==> config.mk <==
export PLATFORM = sky130hd
export DESIGN_NAME = root_sum_constraint_with_gradient_unit_flat
export DESIGN_NICKNAME = d
export VERILOG_FILES = /design/src/design/rsc_pkg.sv /design/src/design/rsc_if.sv /design/src/design/rsc_div.sv /design/src/design/root_sum_constraint_with_gradient_unit.sv /design/src/flat_wrapper.sv
export SDC_FILE = /design/constraint.sdc
export NUM_CORES = 2
export LEC_CHECK = 0
export ABC_CLOCK_PERIOD_IN_PS = 14550
export BUFFER_PORTS_ARGS = -buffer_cell sky130_fd_sc_hd__buf_2
export CAP_MARGIN = 20
export CORE_UTILIZATION = 40
export DETAILED_ROUTE_END_ITERATION = 8
export PLACE_DENSITY_LB_ADDON = 0.05
export SETUP_SLACK_MARGIN = 0.05
export SKIP_CTS_REPAIR_TIMING = 1
export SYNTH_ARGS = -nofsm -noshare
export SYNTH_HDL_FRONTEND = slang
export SYNTH_SLANG_ARGS = --single-unit
==> constraint.sdc <==
create_clock -name clk_i -period 14.55 [get_ports clk_i]
set_clock_uncertainty 0.1 [all_clocks]
set_input_delay 1.455 -clock clk_i [delete_from_list [all_inputs] [get_ports clk_i]]
set_output_delay 1.455 -clock clk_i [all_outputs]
set_load 0.05 [all_outputs]
==> src/design/rsc_pkg.sv <==
// Shared constants and types of the root-sum constraint unit.
`timescale 1ns / 1ps
package rsc_pkg;

  localparam int MAX_ELEMENTS_DEF = 1024;
  localparam int IDX_W            = 10;
  localparam int CFG_IDX_W        = 1;
  localparam int DIV_NUM_W        = 96;
  localparam int DIV_DEN_W        = 75;

  localparam logic [CFG_IDX_W-1:0] REG_SLOPE  = 1'd0;
  localparam logic [CFG_IDX_W-1:0] REG_OFFSET = 1'd1;

  typedef struct packed {
    logic busy;
    logic done;
    logic fault;
  } div_stat_t;

endpackage

==> src/design/rsc_if.sv <==
// Handshake channels of the root-sum constraint unit: items, results, configuration.
`timescale 1ns / 1ps
interface rsc_item_if;
  logic               valid;
  logic               ready;
  logic        [31:0] root_source;
  logic signed [31:0] step_weight;
  logic               final_element;
  modport source (output valid, root_source, step_weight, final_element, input ready);
  modport sink   (input valid, root_source, step_weight, final_element, output ready);
endinterface

interface rsc_result_if;
  logic               valid;
  logic               ready;
  logic        [9:0]  grad_index;
  logic signed [63:0] grad_value;
  logic signed [63:0] total_value;
  logic               total_valid;
  logic               run_end;
  logic               math_fault;
  modport source (output valid, grad_index, grad_value, total_value, total_valid, run_end,
                  math_fault, input ready);
  modport sink   (input valid, grad_index, grad_value, total_value, total_valid, run_end,
                  math_fault, output ready);
endinterface

interface rsc_cfg_if;
  logic               valid;
  logic               ready;
  logic               index;
  logic signed [31:0] wdata;
  modport source (output valid, index, wdata, input ready);
  modport sink   (input valid, index, wdata, output ready);
endinterface

==> src/design/rsc_div.sv <==
// Bit-serial restoring divider with signed saturating result.
`timescale 1ns / 1ps
module rsc_div (
  input  logic                              clk_i,
  input  logic                              rst_ni,
  input  logic                              start_i,
  input  logic [rsc_pkg::DIV_NUM_W-1:0]     num_i,
  input  logic [rsc_pkg::DIV_DEN_W-1:0]     den_i,
  input  logic                              neg_i,
  output logic signed [63:0]                quo_o,
  output rsc_pkg::div_stat_t                stat_o
);
  import rsc_pkg::*;

  localparam int CNT_W = $clog2(DIV_NUM_W);

  logic                 busy_q, busy_d;
  logic                 done_q, done_d;
  logic                 fault_q, fault_d;
  logic [CNT_W-1:0]     cnt_q, cnt_d;
  logic [DIV_NUM_W-1:0] num_q, num_d;
  logic [DIV_DEN_W-1:0] rem_q, rem_d;
  logic [DIV_DEN_W-1:0] den_q, den_d;
  logic                 neg_q, neg_d;
  logic signed [63:0]   quo_q, quo_d;

  logic [DIV_DEN_W:0]   rem_sh;
  logic                 ge;
  logic [DIV_NUM_W-1:0] q_next;
  logic                 ovf;
  logic [63:0]          mag;

  assign rem_sh = {rem_q, num_q[DIV_NUM_W-1]};
  assign ge     = rem_sh >= {1'b0, den_q};
  assign q_next = {num_q[DIV_NUM_W-2:0], ge};
  assign ovf    = (|q_next[DIV_NUM_W-1:64]) ||
                  (neg_q ? (q_next[63] && (|q_next[62:0])) : q_next[63]);
  assign mag    = ovf ? (neg_q ? {1'b1, 63'd0} : {1'b0, {63{1'b1}}}) : q_next[63:0];

  always_comb begin
    busy_d  = busy_q;
    done_d  = 1'b0;
    fault_d = 1'b0;
    cnt_d   = cnt_q;
    num_d   = num_q;
    rem_d   = rem_q;
    den_d   = den_q;
    neg_d   = neg_q;
    quo_d   = quo_q;
    if (start_i) begin
      if (den_i == '0) begin
        done_d  = 1'b1;
        fault_d = 1'b1;
        quo_d   = '0;
      end else begin
        busy_d = 1'b1;
        cnt_d  = '0;
        num_d  = num_i;
        rem_d  = '0;
        den_d  = den_i;
        neg_d  = neg_i;
      end
    end else if (busy_q) begin
      num_d = q_next;
      rem_d = ge ? DIV_DEN_W'(rem_sh - {1'b0, den_q}) : rem_sh[DIV_DEN_W-1:0];
      cnt_d = CNT_W'(cnt_q + 1'b1);
      if (cnt_q == CNT_W'(DIV_NUM_W - 1)) begin
        busy_d  = 1'b0;
        done_d  = 1'b1;
        fault_d = ovf;
        quo_d   = neg_q ? -$signed(mag) : $signed(mag);
      end
    end
  end

  always_ff @(posedge clk_i or negedge rst_ni) begin
    if (!rst_ni) begin
      busy_q  <= 1'b0;
      done_q  <= 1'b0;
      fault_q <= 1'b0;
      cnt_q   <= '0;
    end else begin
      busy_q  <= busy_d;
      done_q  <= done_d;
      fault_q <= fault_d;
      cnt_q   <= cnt_d;
    end
  end

  always_ff @(posedge clk_i) begin
    num_q <= num_d;
    rem_q <= rem_d;
    den_q <= den_d;
    neg_q <= neg_d;
    quo_q <= quo_d;
  end

  assign quo_o        = quo_q;
  assign stat_o.busy  = busy_q;
  assign stat_o.done  = done_q;
  assign stat_o.fault = fault_q;

endmodule

==> src/design/root_sum_constraint_with_gradient_unit.sv <==
// Top level of the root-sum constraint unit with streamed gradient output.
`timescale 1ns / 1ps
// The unit takes one vector element per transaction (Q16.16 value and weight),
// forms its square root bit-serially, and accumulates weight / (root sum) into
// the constraint value while building the gradient entries. Each element after
// the first emits the previous gradient entry; the last element (or the element
// at index MAX_ELEMENTS-1) also emits its own entry with the finished total,
// after which the vector state clears. All heavy math is serial: a two-bit-per-
// cycle square root, a shift-add multiplier and one shared 96-step restoring
// divider. A first element runs the root, the reciprocal term, the root sum
// squared and its own gradient term; a middle element adds the neighbor gradient
// term and one output state; a final element adds the gain division, the gain
// product and the total and last-output states. One item is in work at a time and
// a new one is taken only once the previous item has handed off its results;
// a result waits in the output register without holding up the sequencer
// unless a second result must be loaded. Configuration writes are always taken.
module root_sum_constraint_with_gradient_unit #(
  parameter int MAX_ELEMENTS = rsc_pkg::MAX_ELEMENTS_DEF
) (
  input  logic      clk_i,
  input  logic      rst_ni,
  rsc_item_if.sink    item_i,
  rsc_result_if.source result_o,
  rsc_cfg_if.sink     cfg_i
);
  import rsc_pkg::*;

  localparam int CNT_W = (MAX_ELEMENTS > 1) ? $clog2(MAX_ELEMENTS) : 1;

  localparam logic [3:0] ST_IDLE = 4'd0;
  localparam logic [3:0] ST_SQRT = 4'd1;
  localparam logic [3:0] ST_DA   = 4'd2;
  localparam logic [3:0] ST_M1   = 4'd3;
  localparam logic [3:0] ST_MB   = 4'd4;
  localparam logic [3:0] ST_DB   = 4'd5;
  localparam logic [3:0] ST_O1   = 4'd6;
  localparam logic [3:0] ST_MC   = 4'd7;
  localparam logic [3:0] ST_DC   = 4'd8;
  localparam logic [3:0] ST_DD   = 4'd9;
  localparam logic [3:0] ST_MA   = 4'd10;
  localparam logic [3:0] ST_TOT  = 4'd11;
  localparam logic [3:0] ST_O2   = 4'd12;

  // Saturating 64-bit add/sub; bit 64 of the result flags saturation.
  function automatic logic [64:0] sat_add(logic signed [63:0] a, logic signed [63:0] b);
    logic [64:0] s;
    s = {a[63], a} + {b[63], b};
    if (s[64] != s[63]) return {1'b1, s[64] ? {1'b1, 63'd0} : {1'b0, {63{1'b1}}}};
    return {1'b0, s[63:0]};
  endfunction

  function automatic logic [64:0] sat_sub(logic signed [63:0] a, logic signed [63:0] b);
    logic [64:0] s;
    s = {a[63], a} - {b[63], b};
    if (s[64] != s[63]) return {1'b1, s[64] ? {1'b1, 63'd0} : {1'b0, {63{1'b1}}}};
    return {1'b0, s[63:0]};
  endfunction

  // Configuration
  logic signed [31:0] alpha_q, alpha_d;
  logic signed [31:0] boff_q, boff_d;

  // Vector state
  logic [3:0]         state_q, state_d;
  logic [23:0]        prev_q, prev_d;
  logic signed [63:0] pend_q, pend_d;
  logic signed [63:0] sum_q, sum_d;
  logic [CNT_W-1:0]   count_q, count_d;
  logic               fault_q, fault_d;

  // Per-item working registers
  logic signed [31:0] delta_q, delta_d;
  logic               fin_q, fin_d;
  logic [23:0]        y_q, y_d;
  logic [24:0]        dsum_q, dsum_d;
  logic [49:0]        dd_q, dd_d;
  logic signed [63:0] tmp_q, tmp_d;
  logic [4:0]         step_q, step_d;

  // Square root shift registers
  logic [47:0]        sq_v_q, sq_v_d;
  logic [25:0]        sq_rem_q, sq_rem_d;
  logic [23:0]        sq_root_q, sq_root_d;

  // Shift-add multiplier
  logic [74:0]        mul_acc_q, mul_acc_d;
  logic [49:0]        mul_mc_q, mul_mc_d;
  logic [24:0]        mul_mp_q, mul_mp_d;

  // Divider launch
  logic                 dstart_q, dstart_d;
  logic [DIV_NUM_W-1:0] dnum_q, dnum_d;
  logic [DIV_DEN_W-1:0] dden_q, dden_d;
  logic                 dneg_q, dneg_d;
  logic signed [63:0]   div_quo;
  div_stat_t            div_stat;

  // Output register
  logic               ov_q, ov_d;
  logic [9:0]         o_idx_q, o_idx_d;
  logic signed [63:0] o_grad_q, o_grad_d;
  logic signed [63:0] o_tot_q, o_tot_d;
  logic               o_fin_q, o_fin_d;
  logic               o_fault_q, o_fault_d;

  logic        slot_free;
  logic        item_acc;
  logic [27:0] sq_rem_sh;
  logic [27:0] sq_trial;
  logic        sq_ge;
  logic [23:0] sq_root_nx;
  logic [74:0] mul_nx;
  logic [31:0] dmag;
  logic [31:0] amag;
  logic [64:0] r_sat;
  logic [64:0] r_sat2;
  logic [63:0] prod_s;

  rsc_div u_div (
    .clk_i  (clk_i),
    .rst_ni (rst_ni),
    .start_i(dstart_q),
    .num_i  (dnum_q),
    .den_i  (dden_q),
    .neg_i  (dneg_q),
    .quo_o  (div_quo),
    .stat_o (div_stat)
  );

  assign slot_free    = !ov_q || result_o.ready;
  assign item_i.ready = (state_q == ST_IDLE);
  assign item_acc     = item_i.valid && item_i.ready;
  assign cfg_i.ready  = 1'b1;

  assign sq_rem_sh  = {sq_rem_q, sq_v_q[47:46]};
  assign sq_trial   = {2'b00, sq_root_q, 2'b01};
  assign sq_ge      = sq_rem_sh >= sq_trial;
  assign sq_root_nx = {sq_root_q[22:0], sq_ge};

  assign mul_nx = {mul_acc_q[73:0], 1'b0} + (mul_mp_q[24] ? {25'd0, mul_mc_q} : 75'd0);

  assign dmag   = delta_q[31] ? 32'(-delta_q) : 32'(delta_q);
  assign amag   = alpha_q[31] ? 32'(-alpha_q) : 32'(alpha_q);
  assign prod_s = alpha_q[31] ? -64'(mul_nx) : 64'(mul_nx);

  always_comb begin
    alpha_d   = alpha_q;
    boff_d    = boff_q;
    state_d   = state_q;
    prev_d    = prev_q;
    pend_d    = pend_q;
    sum_d     = sum_q;
    count_d   = count_q;
    fault_d   = fault_q;
    delta_d   = delta_q;
    fin_d     = fin_q;
    y_d       = y_q;
    dsum_d    = dsum_q;
    dd_d      = dd_q;
    tmp_d     = tmp_q;
    step_d    = step_q;
    sq_v_d    = sq_v_q;
    sq_rem_d  = sq_rem_q;
    sq_root_d = sq_root_q;
    mul_acc_d = mul_acc_q;
    mul_mc_d  = mul_mc_q;
    mul_mp_d  = mul_mp_q;
    dstart_d  = 1'b0;
    dnum_d    = dnum_q;
    dden_d    = dden_q;
    dneg_d    = dneg_q;
    ov_d      = ov_q && !result_o.ready;
    o_idx_d   = o_idx_q;
    o_grad_d  = o_grad_q;
    o_tot_d   = o_tot_q;
    o_fin_d   = o_fin_q;
    o_fault_d = o_fault_q;
    r_sat     = '0;
    r_sat2    = '0;

    if (cfg_i.valid) begin
      unique case (cfg_i.index)
        REG_SLOPE:  alpha_d = cfg_i.wdata;
        REG_OFFSET: boff_d  = cfg_i.wdata;
        default:    ;
      endcase
    end

    // Shift-add step runs in every multiply state.
    if (state_q == ST_M1 || state_q == ST_MB || state_q == ST_MC || state_q == ST_MA) begin
      mul_acc_d = mul_nx;
      mul_mp_d  = {mul_mp_q[23:0], 1'b0};
      step_d    = 5'(step_q + 1'b1);
    end

    unique case (state_q)
      ST_IDLE: begin
        if (item_acc) begin
          sq_v_d    = {item_i.root_source, 16'd0};
          sq_rem_d  = '0;
          sq_root_d = '0;
          step_d    = '0;
          delta_d   = item_i.step_weight;
          fin_d     = item_i.final_element || (count_q == CNT_W'(MAX_ELEMENTS - 1));
          state_d   = ST_SQRT;
        end
      end
      ST_SQRT: begin
        sq_root_d = sq_root_nx;
        sq_rem_d  = sq_ge ? 26'(sq_rem_sh - sq_trial) : sq_rem_sh[25:0];
        sq_v_d    = {sq_v_q[45:0], 2'b00};
        step_d    = 5'(step_q + 1'b1);
        if (step_q == 5'd23) begin
          // Launch the reciprocal term delta / (y + y_prev).
          y_d      = sq_root_nx;
          dsum_d   = {1'b0, sq_root_nx} + {1'b0, prev_q};
          dstart_d = 1'b1;
          dnum_d   = {32'd0, dmag, 32'd0};
          dden_d   = DIV_DEN_W'({1'b0, sq_root_nx} + {1'b0, prev_q});
          dneg_d   = delta_q[31];
          state_d  = ST_DA;
        end
      end
      ST_DA: begin
        if (div_stat.done) begin
          r_sat     = sat_add(sum_q, div_quo);
          sum_d     = r_sat[63:0];
          fault_d   = fault_q | div_stat.fault | r_sat[64];
          mul_acc_d = '0;
          mul_mc_d  = 50'(dsum_q);
          mul_mp_d  = dsum_q;
          step_d    = '0;
          state_d   = ST_M1;
        end
      end
      ST_M1: begin
        if (step_q == 5'd24) begin
          dd_d      = mul_nx[49:0];
          mul_acc_d = '0;
          mul_mc_d  = mul_nx[49:0];
          step_d    = '0;
          if (count_q != '0) begin
            mul_mp_d = {1'b0, prev_q};
            state_d  = ST_MB;
          end else begin
            mul_mp_d = {1'b0, y_q};
            state_d  = ST_MC;
          end
        end
      end
      ST_MB: begin
        if (step_q == 5'd24) begin
          dstart_d = 1'b1;
          dnum_d   = {1'b0, dmag, 63'd0};
          dden_d   = mul_nx;
          dneg_d   = delta_q[31];
          state_d  = ST_DB;
        end
      end
      ST_DB: begin
        if (div_stat.done) begin
          r_sat   = sat_sub(pend_q, div_quo);
          tmp_d   = r_sat[63:0];
          fault_d = fault_q | div_stat.fault | r_sat[64];
          state_d = ST_O1;
        end
      end
      ST_O1: begin
        if (slot_free) begin
          ov_d      = 1'b1;
          o_idx_d   = 10'(CNT_W'(count_q - 1'b1));
          o_grad_d  = tmp_q;
          o_tot_d   = '0;
          o_fin_d   = 1'b0;
          o_fault_d = fault_q;
          mul_acc_d = '0;
          mul_mc_d  = dd_q;
          mul_mp_d  = {1'b0, y_q};
          step_d    = '0;
          state_d   = ST_MC;
        end
      end
      ST_MC: begin
        if (step_q == 5'd24) begin
          dstart_d = 1'b1;
          dnum_d   = {1'b0, dmag, 63'd0};
          dden_d   = mul_nx;
          dneg_d   = delta_q[31];
          state_d  = ST_DC;
        end
      end
      ST_DC: begin
        if (div_stat.done) begin
          r_sat   = sat_sub(64'sd0, div_quo);
          pend_d  = r_sat[63:0];
          fault_d = fault_q | div_stat.fault | r_sat[64];
          if (fin_q) begin
            dstart_d = 1'b1;
            dnum_d   = DIV_NUM_W'({amag, 31'd0});
            dden_d   = DIV_DEN_W'(y_q);
            dneg_d   = alpha_q[31];
            state_d  = ST_DD;
          end else begin
            prev_d  = y_q;
            count_d = CNT_W'(count_q + 1'b1);
            state_d = ST_IDLE;
          end
        end
      end
      ST_DD: begin
        if (div_stat.done) begin
          r_sat     = sat_sub(pend_q, div_quo);
          pend_d    = r_sat[63:0];
          fault_d   = fault_q | div_stat.fault | r_sat[64];
          mul_acc_d = '0;
          mul_mc_d  = 50'(amag);
          mul_mp_d  = {1'b0, y_q};
          step_d    = '0;
          state_d   = ST_MA;
        end
      end
      ST_MA: begin
        if (step_q == 5'd24) begin
          r_sat   = sat_sub(sum_q, prod_s);
          tmp_d   = r_sat[63:0];
          fault_d = fault_q | r_sat[64];
          state_d = ST_TOT;
        end
      end
      ST_TOT: begin
        r_sat2  = sat_sub(tmp_q, {{16{boff_q[31]}}, boff_q, 16'd0});
        tmp_d   = r_sat2[63:0];
        fault_d = fault_q | r_sat2[64];
        state_d = ST_O2;
      end
      ST_O2: begin
        if (slot_free) begin
          ov_d      = 1'b1;
          o_idx_d   = 10'(count_q);
          o_grad_d  = pend_q;
          o_tot_d   = tmp_q;
          o_fin_d   = 1'b1;
          o_fault_d = fault_q;
          // Drop all vector state for the next run.
          prev_d    = '0;
          pend_d    = '0;
          sum_d     = '0;
          count_d   = '0;
          fault_d   = 1'b0;
          state_d   = ST_IDLE;
        end
      end
      default: state_d = ST_IDLE;
    endcase
  end

  always_ff @(posedge clk_i or negedge rst_ni) begin
    if (!rst_ni) begin
      alpha_q  <= '0;
      boff_q   <= '0;
      state_q  <= ST_IDLE;
      prev_q   <= '0;
      pend_q   <= '0;
      sum_q    <= '0;
      count_q  <= '0;
      fault_q  <= 1'b0;
      step_q   <= '0;
      dstart_q <= 1'b0;
      ov_q     <= 1'b0;
    end else begin
      alpha_q  <= alpha_d;
      boff_q   <= boff_d;
      state_q  <= state_d;
      prev_q   <= prev_d;
      pend_q   <= pend_d;
      sum_q    <= sum_d;
      count_q  <= count_d;
      fault_q  <= fault_d;
      step_q   <= step_d;
      dstart_q <= dstart_d;
      ov_q     <= ov_d;
    end
  end

  always_ff @(posedge clk_i) begin
    delta_q   <= delta_d;
    fin_q     <= fin_d;
    y_q       <= y_d;
    dsum_q    <= dsum_d;
    dd_q      <= dd_d;
    tmp_q     <= tmp_d;
    sq_v_q    <= sq_v_d;
    sq_rem_q  <= sq_rem_d;
    sq_root_q <= sq_root_d;
    mul_acc_q <= mul_acc_d;
    mul_mc_q  <= mul_mc_d;
    mul_mp_q  <= mul_mp_d;
    dnum_q    <= dnum_d;
    dden_q    <= dden_d;
    dneg_q    <= dneg_d;
    o_idx_q   <= o_idx_d;
    o_grad_q  <= o_grad_d;
    o_tot_q   <= o_tot_d;
    o_fin_q   <= o_fin_d;
    o_fault_q <= o_fault_d;
  end

  assign result_o.valid       = ov_q;
  assign result_o.grad_index  = o_idx_q;
  assign result_o.grad_value  = o_grad_q;
  assign result_o.total_value = o_tot_q;
  assign result_o.total_valid = o_fin_q;
  assign result_o.run_end     = o_fin_q;
  assign result_o.math_fault  = o_fault_q;

  // Never launch the divider while it is still iterating.
  a_div_launch_idle: assert property (@(posedge clk_i) disable iff (!rst_ni)
    dstart_q |-> !div_stat.busy)
    else $error("divider launched while busy");

  // A divider result arrives only in a state that waits for one.
  a_div_done_state: assert property (@(posedge clk_i) disable iff (!rst_ni)
    div_stat.done |-> (state_q == ST_DA || state_q == ST_DB ||
                       state_q == ST_DC || state_q == ST_DD))
    else $error("divider result with no consumer");

  // A held result is never overwritten before the sink takes it.
  a_out_hold: assert property (@(posedge clk_i) disable iff (!rst_ni)
    (ov_q && !result_o.ready) |=> (ov_q && $stable(o_grad_q) && $stable(o_idx_q)))
    else $error("pending result overwritten");

  // Closing a vector leaves the element count, fault flag and running sum cleared.
  a_run_clear: assert property (@(posedge clk_i) disable iff (!rst_ni)
    (state_q == ST_O2 && slot_free) |=> (count_q == '0 && !fault_q && sum_q == '0))
    else $error("vector state not cleared at run end");

endmodule

==> src/flat_wrapper.sv <==
// flat-port wrapper written by rule: the top's interface ports become plain ports
module root_sum_constraint_with_gradient_unit_flat import rsc_pkg::*;
#(
  parameter int MAX_ELEMENTS = rsc_pkg::MAX_ELEMENTS_DEF
)
  (clk_i, rst_ni, item_i_valid, item_i_root_source, item_i_step_weight, item_i_final_element, item_i_ready, result_o_valid, result_o_grad_index, result_o_grad_value, result_o_total_value, result_o_total_valid, result_o_run_end, result_o_math_fault, result_o_ready, cfg_i_valid, cfg_i_index, cfg_i_wdata, cfg_i_ready);
  rsc_item_if item_i_i ();
  rsc_result_if result_o_i ();
  rsc_cfg_if cfg_i_i ();
  input  logic clk_i;
  input  logic rst_ni;
  input wire logic [$bits(item_i_i.valid)-1:0] item_i_valid;
  input wire logic [$bits(item_i_i.root_source)-1:0] item_i_root_source;
  input wire logic [$bits(item_i_i.step_weight)-1:0] item_i_step_weight;
  input wire logic [$bits(item_i_i.final_element)-1:0] item_i_final_element;
  output wire logic [$bits(item_i_i.ready)-1:0] item_i_ready;
  output wire logic [$bits(result_o_i.valid)-1:0] result_o_valid;
  output wire logic [$bits(result_o_i.grad_index)-1:0] result_o_grad_index;
  output wire logic [$bits(result_o_i.grad_value)-1:0] result_o_grad_value;
  output wire logic [$bits(result_o_i.total_value)-1:0] result_o_total_value;
  output wire logic [$bits(result_o_i.total_valid)-1:0] result_o_total_valid;
  output wire logic [$bits(result_o_i.run_end)-1:0] result_o_run_end;
  output wire logic [$bits(result_o_i.math_fault)-1:0] result_o_math_fault;
  input wire logic [$bits(result_o_i.ready)-1:0] result_o_ready;
  input wire logic [$bits(cfg_i_i.valid)-1:0] cfg_i_valid;
  input wire logic [$bits(cfg_i_i.index)-1:0] cfg_i_index;
  input wire logic [$bits(cfg_i_i.wdata)-1:0] cfg_i_wdata;
  output wire logic [$bits(cfg_i_i.ready)-1:0] cfg_i_ready;
  assign item_i_i.valid = item_i_valid;
  assign item_i_i.root_source = item_i_root_source;
  assign item_i_i.step_weight = item_i_step_weight;
  assign item_i_i.final_element = item_i_final_element;
  assign item_i_ready = item_i_i.ready;
  assign result_o_valid = result_o_i.valid;
  assign result_o_grad_index = result_o_i.grad_index;
  assign result_o_grad_value = result_o_i.grad_value;
  assign result_o_total_value = result_o_i.total_value;
  assign result_o_total_valid = result_o_i.total_valid;
  assign result_o_run_end = result_o_i.run_end;
  assign result_o_math_fault = result_o_i.math_fault;
  assign result_o_i.ready = result_o_ready;
  assign cfg_i_i.valid = cfg_i_valid;
  assign cfg_i_i.index = cfg_i_index;
  assign cfg_i_i.wdata = cfg_i_wdata;
  assign cfg_i_ready = cfg_i_i.ready;
  root_sum_constraint_with_gradient_unit #(.MAX_ELEMENTS(MAX_ELEMENTS)) u_core (.clk_i(clk_i), .rst_ni(rst_ni), .item_i(item_i_i), .result_o(result_o_i), .cfg_i(cfg_i_i));
endmodule
Word level (Yosys, flattened, before mapping). Index checks and enable logic that the tools add are counted.

Add/sub/neg operators: 18. Order comparisons: 2. Equality and inequality tests: 38. Muxes and demuxes: 175. Bitwise operators: 9. Reductions and logical operators: 49.

Operator list (count): 2-to-1 mux 65 bit (22); 2-to-1 mux 64 bit (21); 2-to-1 mux 75 bit (12); 2-to-1 mux 96 bit (7); case mux 75 bit (3 select lines) (2); case mux 64 bit (2 select lines) (3); case mux 64 bit (3 select lines) (2); case mux 96 bit (3 select lines) (1); 2-to-1 mux 50 bit (5); case mux 50 bit (4 select lines) (1); subtractor 64 x 64 -> 65 bit (2); negation 64 bit (2); 2-to-1 mux 25 bit (5); 2-to-1 mux 24 bit (5); case mux 25 bit (4 select lines) (1); case mux 24 bit (2 select lines) (2); case mux 48 bit (2 select lines) (1); greater-or-equal comparator 76 x 75 -> 1 bit (1); adder 75 bit (1); logical NOT 75 bit (1); subtractor 75 bit (1); adder 64 x 64 -> 65 bit (1); subtractor 1 x 64 -> 65 bit, first input constant (1); subtractor 64 x 48 -> 65 bit (1); 54 further kinds (190).

Bits in registers: 1315. Bits of input ports: 103. Output and inout bits: 144. Word-level logic and storage cells: 331.

Logic depth before layout (Yosys ltp).
Word-level depth: 15. Mapped depth: 34.

Modules after synthesis. From an unflattened synthesis, not the netlist that was laid out.

Cells, all modules: 9037. Area total of the unflattened synthesis: 82974.6 µm².

Modules (own cells, without submodules): root_sum_constraint_with_gradient_unit (instances 1, cells an instance 7008, area an instance 62745.2 µm², seq. area each 26195.1 µm²); rsc_div (instances 1, cells an instance 2029, area an instance 20229.4 µm², seq. area each 9589.2 µm²).

Worst setup path before layout. No wires, ideal clock.

Kind: reg-to-reg. Start point: register u_core.dden_q[57]. End point: register u_core.u_div.cnt_q[0]. Arrival time: 13118 ps. Required time: 13771 ps. Slack: 653 ps. Stages on the path, launching flop included: 8. Path buffers: 0. Clock period less this slack: 13897 ps. Cell sequence: edfxtp_1 -> nor4_1 -> and4_1 -> nand4_1 -> or4_1 -> inv_1 -> o21ai_0 -> mux2i_1.

Word-level cells in the longest chain between the ends: 3.

Ends and longest elaborated chain: start: declaration (RTL line root_sum_constraint_with_gradient_unit.sv:93) `logic [DIV_DEN_W-1:0] dden_q, dden_d;`; start signal: assignment (RTL line root_sum_constraint_with_gradient_unit.sv:399) `dden_q <= dden_d;`; logical NOT 75 bit (RTL line rsc_div.sv:51) `if (den_i == '0) begin`; != test 2 bit (no source line); AND reduction 2 bit (no source line); end signal: assignment (RTL line rsc_div.sv:86) `cnt_q <= cnt_d;`; end: declaration (RTL line rsc_div.sv:20) `logic [CNT_W-1:0] cnt_q, cnt_d;`.

Every way passes these cells. A chain may end at the register's enable or synchronous reset.

Worst setup path in the final report.
Start point: register u_core.mul_mp_q[24]. End point: register u_core.tmp_q[10] (data pin).

Word-level cells in the longest chain between the ends: 14.

Ends and longest elaborated chain: start: declaration (RTL line root_sum_constraint_with_gradient_unit.sv:88) `logic [24:0] mul_mp_q, mul_mp_d;`; start signal: assignment (RTL line root_sum_constraint_with_gradient_unit.sv:397) `mul_mp_q <= mul_mp_d;`; 2-to-1 mux 50 bit * (RTL line root_sum_constraint_with_gradient_unit.sv:140) `assign mul_nx = {mul_acc_q[73:0], 1'b0} + (mul_mp_q[24] ? {25'd0, mul_mc_q} : 75'd0);`; adder 75 bit * (RTL line root_sum_constraint_with_gradient_unit.sv:140); net u_core.mul_nx[21] (RTL line root_sum_constraint_with_gradient_unit.sv:112) `logic [74:0] mul_nx;`; negation 64 bit (RTL line root_sum_constraint_with_gradient_unit.sv:144) `assign prod_s = alpha_q[31] ? -64'(mul_nx) : 64'(mul_nx);`; 2-to-1 mux 64 bit * (RTL line root_sum_constraint_with_gradient_unit.sv:144); subtractor 64 x 64 -> 65 bit * (RTL line root_sum_constraint_with_gradient_unit.sv:54) `s = {a[63], a} - {b[63], b};`; != test 1 bit (RTL line root_sum_constraint_with_gradient_unit.sv:55) `if (s[64] != s[63]) return {1'b1, s[64] ? {1'b1, 63'd0} : {1'b0, {63{1'b1}}}};`; 2-to-1 mux 1 bit (RTL line root_sum_constraint_with_gradient_unit.sv:55); 2-to-1 mux 1 bit (RTL line root_sum_constraint_with_gradient_unit.sv:323) `if (step_q == 5'd24) begin`; 2-to-1 mux 1 bit (RTL line root_sum_constraint_with_gradient_unit.sv:196) `unique case (state_q)`; 2-to-1 mux 65 bit * (RTL line root_sum_constraint_with_gradient_unit.sv:56) `return {1'b0, s[63:0]};`; 2-to-1 mux 65 bit * (RTL line root_sum_constraint_with_gradient_unit.sv:323); 2-to-1 mux 65 bit * (RTL line root_sum_constraint_with_gradient_unit.sv:196); 2-to-1 mux 64 bit * (RTL line root_sum_constraint_with_gradient_unit.sv:323); case mux 64 bit (3 select lines) * (RTL line root_sum_constraint_with_gradient_unit.sv:196); net u_core.tmp_d[10] (RTL line root_sum_constraint_with_gradient_unit.sv:77) `logic signed [63:0] tmp_q, tmp_d;`; end signal: assignment (RTL line root_sum_constraint_with_gradient_unit.sv:391) `tmp_q <= tmp_d;`; end: declaration (RTL line root_sum_constraint_with_gradient_unit.sv:77).

The timed path passes the listed nets; every way through them passes the cells marked *. The select of a mux whose other input is x is not followed.

==> metrics.cfg <==
[power]
seqPwrFrac_pct=27.5
p_per_area_nw_per_um2=222
p_sw_w=0.00974
netSwitchingFraction_pct=47.9
power_frac_comb_pct=52.6
ir_worst_vdd_mv=0.165
power.total_w=0.0203
p_leak_nw=36.7
p_int_w=0.0106
pwr-share-clk_pct=20.0

[placement]
routabilityCongestion=0.958
port_buffers=245
hpwl_mm=247

[hold_path]
holdCritPathClass=reg -> reg
min_from=u_core.dneg_q$_DFFE_PP_

[final_layout]
finalNetCount=9494
area_growth_pct=11.8
final_layout_size_suffix_gt1_share_pct=9.83
fillCellCount=19800
post-route-util_pct=45.2

[synth]
synth_top_family_by_area=compound AO/OA/AOI/OAI gates
netlist_area_um2=82100
synth_top_flop_cell=edfxtp_1
synthXorXnorAreaFrac_pct=6.00
yosys-top-cells-area=edfxtp_1 34%, dfrtp_1 7.6%, ha_1 6.5%
ys_seq_area_share_pct=43.6
synth_most_common_cell=nand2_1
synth_top_area_cell=edfxtp_1
synth_top_area_share_pct=33.6
synth-seq-cells=1266
yosysWarnings=0
synth_compound_area_share_pct=20.0
synth.distinct_cells=100
avgSynthCellArea_um2=9.27
async_flop_share_pct=19.6
synth_simple_gate_area_share_pct=17.1
syn_inst=8853
synthTopCellsByCount=1134 x nand2_1, 919 x edfxtp_1, 718 x a21oi_1
muxShareOfSynthArea_pct=2.49
synth-edff-count=919
synth_fp_nets=9389
synth_fa_ha_area_share_pct=7.00

[floorplan]
rows=165
die_area_um2=207000
die_y_um=455
start_util_pct=40.4
die_w_um=455
pin_count=247
coreArea_um2=203000

[detailed_routing]
ant_nets=0
drtIter0Drc=6877
post_drt_wl_per_cell_um=27.5
wl_met2_mm=146
first_pass_iters=8
via_per_inst=6.01
drt_wl_total_mm=324
maxUsedRoutingLayer=met5
via_count=70700
wl_met3_mm=21.4
drc_errors=0
drt-met1-wl_mm=143

[sta]
relSlewSlack_pct=21.9
fmax_mhz=94.5
maxSlewViolCount=0
worst_pin_slew_ps=1160
rsz0062_at_grt=false
tns_ps=0
hold_violations=0
min_period_ps=10580
setup_viol=0
finalCritPeriodShare_pct=72.7

[cts]
clk_path_buf_depth=3
h-tree-depth=4
clock-sinks=1266
clockRootBuffer=clkbuf_16
clock_latency_ps=840
cts_buffers=155
cts_tree=yes
path_clk_slew_ps=60

[critical_path]
critPathRequiredTime_ps=15070
cp_slowest_cell=nor3_1
cpPeakStageDelay_ps=740
r2r-start=u_core.mul_mp_q[24]$_DFF_P_
startpoint=u_core.mul_mp_q[24]$_DFF_P_
critPathLaunchType=flip-flop
crit_fanout=27
criticalPathCategory=reg -> reg
crit_arrival_ps=11110
crit_path_end_kind=flip-flop

[global_routing]
grt_antenna_before_repair=28
grt_overflow=0
grt_max_degree=118
grt_pass1_wl_mm=466
grt_pass1_vias=67400
grt_usage_pct=30.5

[status]
status=finished clean

[job]
max_cap_viol_count=0

-- cells in the final DEF, fill, tap and decap left out, drive strengths merged, types with 62 or more instances in the layout --
master  count
a211oi     97
a21o      237
a21oi     719
a221oi     62
a31oi      71
and2      168
and3       72
buf       391
clkbuf    208
dfrtp     248
dfxtp      99
edfxtp    919
ha        426
inv       371
mux2      135
nand2    1134
nand2b     83
nand3     182
nand4      94
nor2      716
nor2b      92
nor3      186
nor4       88
o211ai     65
o21a       95
o21ai     594
o21bai     72
o31ai      97
xnor2     321
xor2      240
-- through the flow --
stage / hold WS, ps / area (µm²) / std cells / setup WS [ps]
final: 314 / 91800 / 11800 / 3970
after global routing: 330 / 91800 / 11800 / 3180
after CTS: 315 / 91700 / 11800 / 4140
after detailed placement: 319 / 86400 / 11500 / 4200
after global placement: 305 / 86300 / 11500 / 4420
after floorplan: 300 / 82100 / 8853 / 653
-- final cells by class --
cell class | instances | area [µm²] | share of cell area (%)
multi-input cells | 6782 | 43600 | 47.5
flip-flops and latches | 1266 | 35800 | 39.0
clock buffers | 207 | 4320 | 4.71
well taps | 2672 | 3340 | 3.64
repair buffers | 392 | 2380 | 2.59
inverters | 361 | 1360 | 1.48
clock inverters | 83 | 990 | 1.08
diodes | 12 | 30.0 | 0.0327
-- worst max-delay path, delay by kind of cell, from the launching register on --
kind,cells,cell delay (ps)
adder cells (fa/ha/maj),3,990
XOR/XNOR,3,1240
flip-flops,1,570
buffers and inverters,3,680
AND/OR/NAND/NOR,8,2780
AO/OA/AOI/OAI,13,3980
-- sequential cells by signal (all words and copies together) (netlist names), 74 cells and up --
name / count
u_core.dden_q: 75
u_core.u_div.rem_q: 75
u_core.mul_acc_q: 74
u_core.u_div.num_q: 96
u_core.u_div.den_q: 75
-- kinds of logic after synthesis --
family | Yosys count
compound gates | 2559
xor+xnor | 561
fa+ha+maj | 460
buf+inv | 805
flops | 1266
mux | 187
other cells | 1
simple gates | 3014
-- routing by layer --
metal	GRT usage [%]	vias up
met4	11.5	2
met2	48.3	2525
li1	-	32800
met1	42.0	34900
met5	0	-
met3	4.55	495
-- power by group through the flow --
stage / Clock [W] / Combinational (W) / Sequential (W)
3_5_place_dp: 0 / 0.0105 / 0.00566
5_1_grt: 0.00426 / 0.0115 / 0.00565
3_3_place_gp: 0 / 0.0105 / 0.00566
4_1_cts: 0.00414 / 0.0106 / 0.00559
6_report: 0.00406 / 0.0107 / 0.00560
2_1_floorplan: 0 / 0.00656 / 0.00565
-- path summary, 6_finish.rpt --
check	end	slack, ps	depth (start not counted)
worst min-delay path	u_core.u_div.neg_q$_DFFE_PP_	310	0
max in group asynchronous	u_core.alpha_q[31]$_DFFE_PN0P_	12420	2
worst min register to register	u_core.u_div.neg_q$_DFFE_PP_	310	0
worst max register to register	u_core.tmp_q[10]$_DFFE_PP_	3970	30
min in group asynchronous	u_core.pend_q[38]$_DFFE_PN0P_	480	1
worst max-delay path	u_core.tmp_q[10]$_DFFE_PP_	3970	30
No activity file was read; power rests on OpenSTA's default activity.
